[src/rpv_pkg.sv]
// Shared types, constants and table helpers for the vertex rotation and projection block.
`timescale 1ns / 1ps
`default_nettype none

package rpv_pkg;

    // Default number of fraction bits held in sine values and rotated coordinates.
    localparam int SINE_FRAC_BITS_DEFAULT = 14;

    // Field widths of the transactions.
    localparam int COORD_W   = 12;
    localparam int ANGLE_W   = 9;
    localparam int SCREEN_W  = 16;
    localparam int DEPTH_W   = 14;
    localparam int CFG_W     = 12;
    localparam int CFG_IDX_W = 3;

    // Configuration register indexes.
    typedef enum logic [CFG_IDX_W-1:0] {
        REG_FIELD_OF_VIEW   = 3'd0,
        REG_CAMERA_DISTANCE = 3'd1,
        REG_SCREEN_X_OFFSET = 3'd2,
        REG_SCREEN_Y_OFFSET = 3'd3,
        REG_MODEL_CENTER_X  = 3'd4,
        REG_MODEL_CENTER_Y  = 3'd5
    } cfg_reg_t;

    // Reset values of the configuration registers.
    localparam logic [CFG_W-1:0] FOV_RESET      = 12'd356;
    localparam logic [CFG_W-1:0] CAM_RESET      = 12'd550;
    localparam logic [CFG_W-1:0] OFFSET_X_RESET = 12'd64;
    localparam logic [CFG_W-1:0] OFFSET_Y_RESET = 12'd32;
    localparam logic [CFG_W-1:0] CENTER_X_RESET = 12'd120;
    localparam logic [CFG_W-1:0] CENTER_Y_RESET = 12'd80;

    // Angle constants in whole degrees.
    localparam logic [9:0] DEG_90  = 10'd90;
    localparam logic [9:0] DEG_180 = 10'd180;
    localparam logic [9:0] DEG_270 = 10'd270;
    localparam logic [9:0] DEG_360 = 10'd360;

    // Quarter-wave sine table in millionths.
    localparam int SINE_ENTRIES = 91;
    localparam int SINE_IDX_W   = 7;
    localparam int SINE_SCALE   = 1000000;
    localparam int unsigned QUARTER_SINE [0:SINE_ENTRIES-1] = '{
        0, 17452, 34899, 52335, 69756, 87155, 104528, 121869, 139173,
        156434, 173648, 190808, 207911, 224951, 241921, 258819, 275637, 292371,
        309016, 325568, 342020, 358367, 374606, 390731, 406736, 422618, 438371,
        453990, 469471, 484809, 499999, 515038, 529919, 544639, 559192, 573576,
        587785, 601815, 615661, 629320, 642787, 656059, 669130, 681998, 694658,
        707106, 719339, 731353, 743144, 754709, 766044, 777145, 788010, 798635,
        809016, 819152, 829037, 838670, 848048, 857167, 866025, 874619, 882947,
        891006, 898794, 906307, 913545, 920504, 927183, 933580, 939692, 945518,
        951056, 956304, 961261, 965925, 970295, 974370, 978147, 981627, 984807,
        987688, 990268, 992546, 994521, 996194, 997564, 998629, 999390, 999847,
        1000000
    };

    // Quotient magnitude bits of the divider, and its latency in cycles.
    localparam int QUO_BITS = 17;
    localparam int DIV_LAT  = QUO_BITS + 2;

    // Saturation limits.
    localparam logic signed [SCREEN_W-1:0] SCREEN_MAX = 16'sh7FFF;
    localparam logic signed [SCREEN_W-1:0] SCREEN_MIN = 16'sh8000;
    localparam logic [QUO_BITS-1:0] QUO_POS_LIMIT = 17'd32767;
    localparam logic [QUO_BITS-1:0] QUO_NEG_LIMIT = 17'd32768;
    localparam logic signed [DEPTH_W-1:0] DEPTH_MAX = 14'sh1FFF;
    localparam logic signed [DEPTH_W-1:0] DEPTH_MIN = 14'sh2000;

    // One result transaction.
    typedef struct packed {
        logic signed [SCREEN_W-1:0] screen_x;
        logic signed [SCREEN_W-1:0] screen_y;
        logic signed [DEPTH_W-1:0]  depth;
        logic                       divide_fault;
    } result_t;

    // Where an angle falls in the quarter-wave table.
    typedef struct packed {
        logic [SINE_IDX_W-1:0] idx;
        logic                  neg;
        logic                  zero;
    } sine_sel_t;

    // Fold an angle onto the quarter wave.
    function automatic sine_sel_t sine_select(input logic [ANGLE_W-1:0] a);
        sine_sel_t  s;
        logic [9:0] aw;
        aw     = {1'b0, a};
        s.zero = 1'b0;
        s.neg  = 1'b0;
        s.idx  = '0;
        if (aw <= DEG_90) begin
            s.idx = SINE_IDX_W'(aw);
        end else if (aw <= DEG_180) begin
            s.idx = SINE_IDX_W'(DEG_180 - aw);
        end else if (aw <= DEG_270) begin
            s.idx = SINE_IDX_W'(aw - DEG_180);
            s.neg = 1'b1;
        end else if (aw <= DEG_360) begin
            s.idx = SINE_IDX_W'(DEG_360 - aw);
            s.neg = 1'b1;
        end else begin
            s.zero = 1'b1;
        end
        return s;
    endfunction

    // Angle whose sine gives the cosine: (a + 90) mod 360.
    function automatic logic [ANGLE_W-1:0] cosine_angle(input logic [ANGLE_W-1:0] a);
        logic [9:0] t;
        t = {1'b0, a} + DEG_90;
        if (t >= DEG_360) begin
            t = t - DEG_360;
        end
        return ANGLE_W'(t);
    endfunction

endpackage

`default_nettype wire

[src/rpv_divider.sv]
// Pipelined restoring divider with signed numerator and 16-bit saturated quotient.
`timescale 1ns / 1ps
`default_nettype none

module rpv_divider #(
    parameter int NUM_W = 43,
    parameter int DEN_W = 28
) (
    input  wire logic                                clk,
    input  wire logic                                en,
    input  wire logic signed [NUM_W-1:0]             num,
    input  wire logic [DEN_W-1:0]                    den,
    output logic signed [rpv_pkg::SCREEN_W-1:0]      quo
);
    import rpv_pkg::*;

    logic [NUM_W-1:0]    mag_reg [0:QUO_BITS];
    logic [DEN_W-1:0]    rem_reg [0:QUO_BITS];
    logic [DEN_W-1:0]    den_reg [0:QUO_BITS];
    logic [QUO_BITS-1:0] q_reg   [0:QUO_BITS];
    logic                neg_reg [0:QUO_BITS];
    logic                ovf_reg [0:QUO_BITS];
    logic signed [SCREEN_W-1:0] quo_reg;

    logic             neg_next;
    logic [NUM_W-1:0] mag_next;
    logic             ovf_next;

    // Entry: sign, magnitude and a check that the quotient fits its bits.
    always_comb
    begin
        neg_next = num[NUM_W-1];
        mag_next = neg_next ? NUM_W'(-num) : NUM_W'(num);
        ovf_next = (mag_next >> QUO_BITS) >= NUM_W'(den);
    end

    always_ff @(posedge clk)
    begin
        if (en)
        begin
            mag_reg[0] <= mag_next;
            rem_reg[0] <= DEN_W'(mag_next >> QUO_BITS);
            den_reg[0] <= den;
            q_reg[0]   <= '0;
            neg_reg[0] <= neg_next;
            ovf_reg[0] <= ovf_next;
        end
    end

    // One quotient bit per stage, most significant first.
    for (genvar k = 0; k < QUO_BITS; k++)
    begin : g_step
        localparam int BIT = QUO_BITS - 1 - k;
        logic [DEN_W:0]   trial;
        logic             ge;
        logic [DEN_W-1:0] rem_next;

        always_comb
        begin
            trial    = {rem_reg[k], mag_reg[k][BIT]};
            ge       = trial >= {1'b0, den_reg[k]};
            rem_next = ge ? DEN_W'(trial - {1'b0, den_reg[k]}) : DEN_W'(trial);
        end

        always_ff @(posedge clk)
        begin
            if (en)
            begin
                mag_reg[k+1] <= mag_reg[k];
                rem_reg[k+1] <= rem_next;
                den_reg[k+1] <= den_reg[k];
                q_reg[k+1]   <= {q_reg[k][QUO_BITS-2:0], ge};
                neg_reg[k+1] <= neg_reg[k];
                ovf_reg[k+1] <= ovf_reg[k];
            end
        end
    end

    // Sign and saturation to the screen width.
    logic signed [SCREEN_W-1:0] quo_next;
    always_comb
    begin
        if (neg_reg[QUO_BITS])
        begin
            if (ovf_reg[QUO_BITS] || (q_reg[QUO_BITS] > QUO_NEG_LIMIT))
                quo_next = SCREEN_MIN;
            else
                quo_next = -SCREEN_W'(q_reg[QUO_BITS]);
        end
        else
        begin
            if (ovf_reg[QUO_BITS] || (q_reg[QUO_BITS] > QUO_POS_LIMIT))
                quo_next = SCREEN_MAX;
            else
                quo_next = SCREEN_W'(q_reg[QUO_BITS]);
        end
    end

    always_ff @(posedge clk)
    begin
        if (en)
        begin
            quo_reg <= quo_next;
        end
    end

    assign quo = quo_reg;

endmodule

`default_nettype wire

[config.mk]
export PLATFORM = sky130hd
export DESIGN_NAME = rpv_divider
export DESIGN_NICKNAME = d
export VERILOG_FILES = /design/src/rpv_pkg.sv /design/src/rpv_divider.sv
export SDC_FILE = /design/constraint.sdc
export NUM_CORES = 2
export LEC_CHECK = 0
export BUFFER_PORTS_ARGS = -buffer_cell sky130_fd_sc_hd__buf_2
export CORE_UTILIZATION = 58
export DETAILED_ROUTE_END_ITERATION = 8
export PLACE_DENSITY = 0.77
export SLEW_MARGIN = 20
export SYNTH_ARGS = -nofsm -noshare
export SYNTH_HDL_FRONTEND = slang
export SYNTH_SLANG_ARGS = --single-unit
[constraint.sdc]
create_clock -name clk -period 4.3 [get_ports clk]
set_input_delay 0.86 -clock clk [delete_from_list [all_inputs] [get_ports clk]]
set_output_delay 0.86 -clock clk [all_outputs]
set_load 0.02 [all_outputs]
==> results.cfg <==
[floorplanning]
chipWidth_um = 353.7
die_area_um2 = 125100
die_height_um = 353.7
rows = 128
io_pins = 89
coreArea_um2 = 122200
start_util = 0.5869

[sta]
slew_headroom = 0.2603
setup_viol = 0
fmax_mhz = 240.1
worst_pin_slew_ns = 1.094
final.setup_skew_ns = 0.05115
hold_violations = 0
fin_crit_sh = 0.9687
drv_slew = 0
min_period_ns = 4.165
rsz0062_at_grt = false
setup_slack_ns = 0.1347

[critical_path]
reg2reg_depth = 12
crit_path_max_fanout = 29
r2r_setup_slack_ns = 0.13
required_ns = 4.84
reg2reg_to = rem_reg[14][8]
setup.worst_path.start_class = register
end_kind = register
r2r_start = den_reg[13][1]
cp.arrival_ns = 4.70
critPathKind = reg2reg

[logic_synthesis]
syn_avg_cell_area_um2 = 11.60
syn-num-nets = 6777
syn-instance-count = 6184
synthFlopType = edfxtp_1
synth_cell_types = 85
yosys-top-cells-area = edfxtp_1 55%, ha_1 8.8%, mux2_2 3.6%, inv_1 3.4%, xnor2_1 3.1%
ys_seq_area_frac = 0.5476
netlist_area_um2 = 71720
yosysWarnings = 0
yosys.area.top_type = edfxtp_1
synth_seq_cells = 1308
synth_edf_count = 1308
netlist.area_leader.share = 0.5476
synthArstFlopShare = 0

[cts]
cts_hold_buf = 0
clk_transition_reported_paths_ns = 0.07
root_buffer = clkbuf_16
post_cts_buffers = 0
numCtsBuffers = 139
cts_tree = done
cts_max_level = 4
cts_buffer_depth = 3
clk_latency_ns = 0.81
cts.sinks = 1308
ctsResizeCount = 0

[final_layout]
regArea_um2 = 39280
multi_input_comb_area_um2 = 29480
final_cell_mix = 1,308 x edfxtp_1, 641 x inv_1, 504 x ha_1
area_growth_pct = 10.75
fillers = 9076
utilization = 0.6500
drive_above_1_share = 0.1096
largest_reg_flops = 476
stdcell_count = 8097
nets = 6960
final_common_cell = edfxtp_1

[global_routing]
grt_max_degree = 138
grt_pass1_wl_um = 262200
gr-total-overflow = 0
grt_pass1_vias = 47640
grt_antenna_before_repair = 1
grt_use_total = 0.2667

[flow_run]
drv_cap = 0

[drt]
drtPass1Iterations = 9
viasPerCell = 5.971
drc = 2
ant_nets = 0
routedWlPerCell_um = 20.66
wirelength_um = 167300
vias = 48350
drtIter0Drc = 4015

[hold_path]
min_to = den_reg[0][9]
hp-start = den[9]
whs_path_depth = 1
hp-class = in2reg

[placed_design]
placed_cells = 7851
hpwl_um = 123500
place_ws_ns = -0.4718
place_congestion = 0.9356
numPortBuffers = 88

[status]
status = finished with violations
violations = DRC

[pwr]
power_w = 0.05723
power_density_nw_per_um2 = 720.4
p_leak_nw = 32.34
ir_worst_vdd_mv = 0.5100
[report_power, final]
part	switching (W)	internal, W	leakage (nW)
Combinational	0.0141	0.0109	17.3
Clock	0.00525	0.00701	2.26
Sequential	0.00175	0.0183	12.8
Total	0.0211	0.0362	32.3
[critical path: stages, from the launching register on]
cell and delay, ns:
edfxtp_1 0.41, inv_1 0.06, ha_1 0.32, nor2b_4 0.16, o31a_1 0.29, o31a_1 0.35, a2111o_1 0.52, a41oi_2 0.37
o211ai_2 0.18, a211o_1 0.34, a41oi_4 0.25, buf_12 0.24, mux2_2 0.37
[cell families after synthesis]
group / count (synthesis) / synth area share
AO/OA/AOI/OAI: 1597 / 0.1419
XOR/XNOR: 401 / 0.04897
adder cells (fa/ha/maj): 520 / 0.09239
buffers and inverters: 799 / 0.04255
flip-flops: 1308 / 0.5476
multiplexers: 253 / 0.03976
AND/OR/NAND/NOR: 1306 / 0.08677
[area by class of cell]
| class | instances | share of cell area |
|---|---|---|
| inverter | 642 | 0.03034 |
| clock inverter | 81 | 0.01396 |
| tap | 1625 | 0.02560 |
| antenna | 1 | 0.00003150 |
| multi-input combinational | 4077 | 0.3711 |
| clock buffer | 164 | 0.04524 |
| sequential | 1308 | 0.4945 |
| timing repair buffer | 199 | 0.01922 |
[cells in the mapped netlist (74+ instances only)]
cell / number
edfxtp_1: 1308
inv_1: 641
ha_1: 504
a21oi_1: 440
nand2_1: 427
o21ai_0: 395
nor2_1: 292
xnor2_1: 257
a21o_1: 252
mux2_2: 227
xor2_1: 144
nand3_1: 136
clkbuf_1: 131
nand4_1: 80
nor3_1: 74
[stage by stage]
step           area (um2)    TNS [ns]  hold WS (ns)
2_1_floorplan       71750  -0.0004232        0.4003
3_3_place_gp        74730     -0.4440        0.4003
3_5_place_dp        74730     -0.4718        0.4045
4_1_cts             79430           0        0.1870
5_1_grt             79430           0        0.2186
6_report            79430           0        0.2529
[worst max-delay path by stage]
stage	slack, ns	start	depth (start not counted)	end
final	0.13	den_reg[13][1]	12	rem_reg[14][8]
after global routing	0.05	den_reg[13][1]	12	rem_reg[14][8]
after CTS	0.15	den_reg[13][1]	12	rem_reg[14][8]
after detailed placement	-0.47	num[14]	14	ovf_reg[0]
after global placement	-0.44	num[14]	13	ovf_reg[0]
after floorplan	-0.0004	num[14]	13	ovf_reg[0]
[metal layers]
layer,GRT usage,vias up,wire length (um)
li1,-,23240,-
met1,0.3271,23410,68690
met2,0.4701,1364,84370
met3,0.04381,337,8076
met4,0.1025,2,6146
met5,0,-,13
Power figures use the tool's default switching activity.
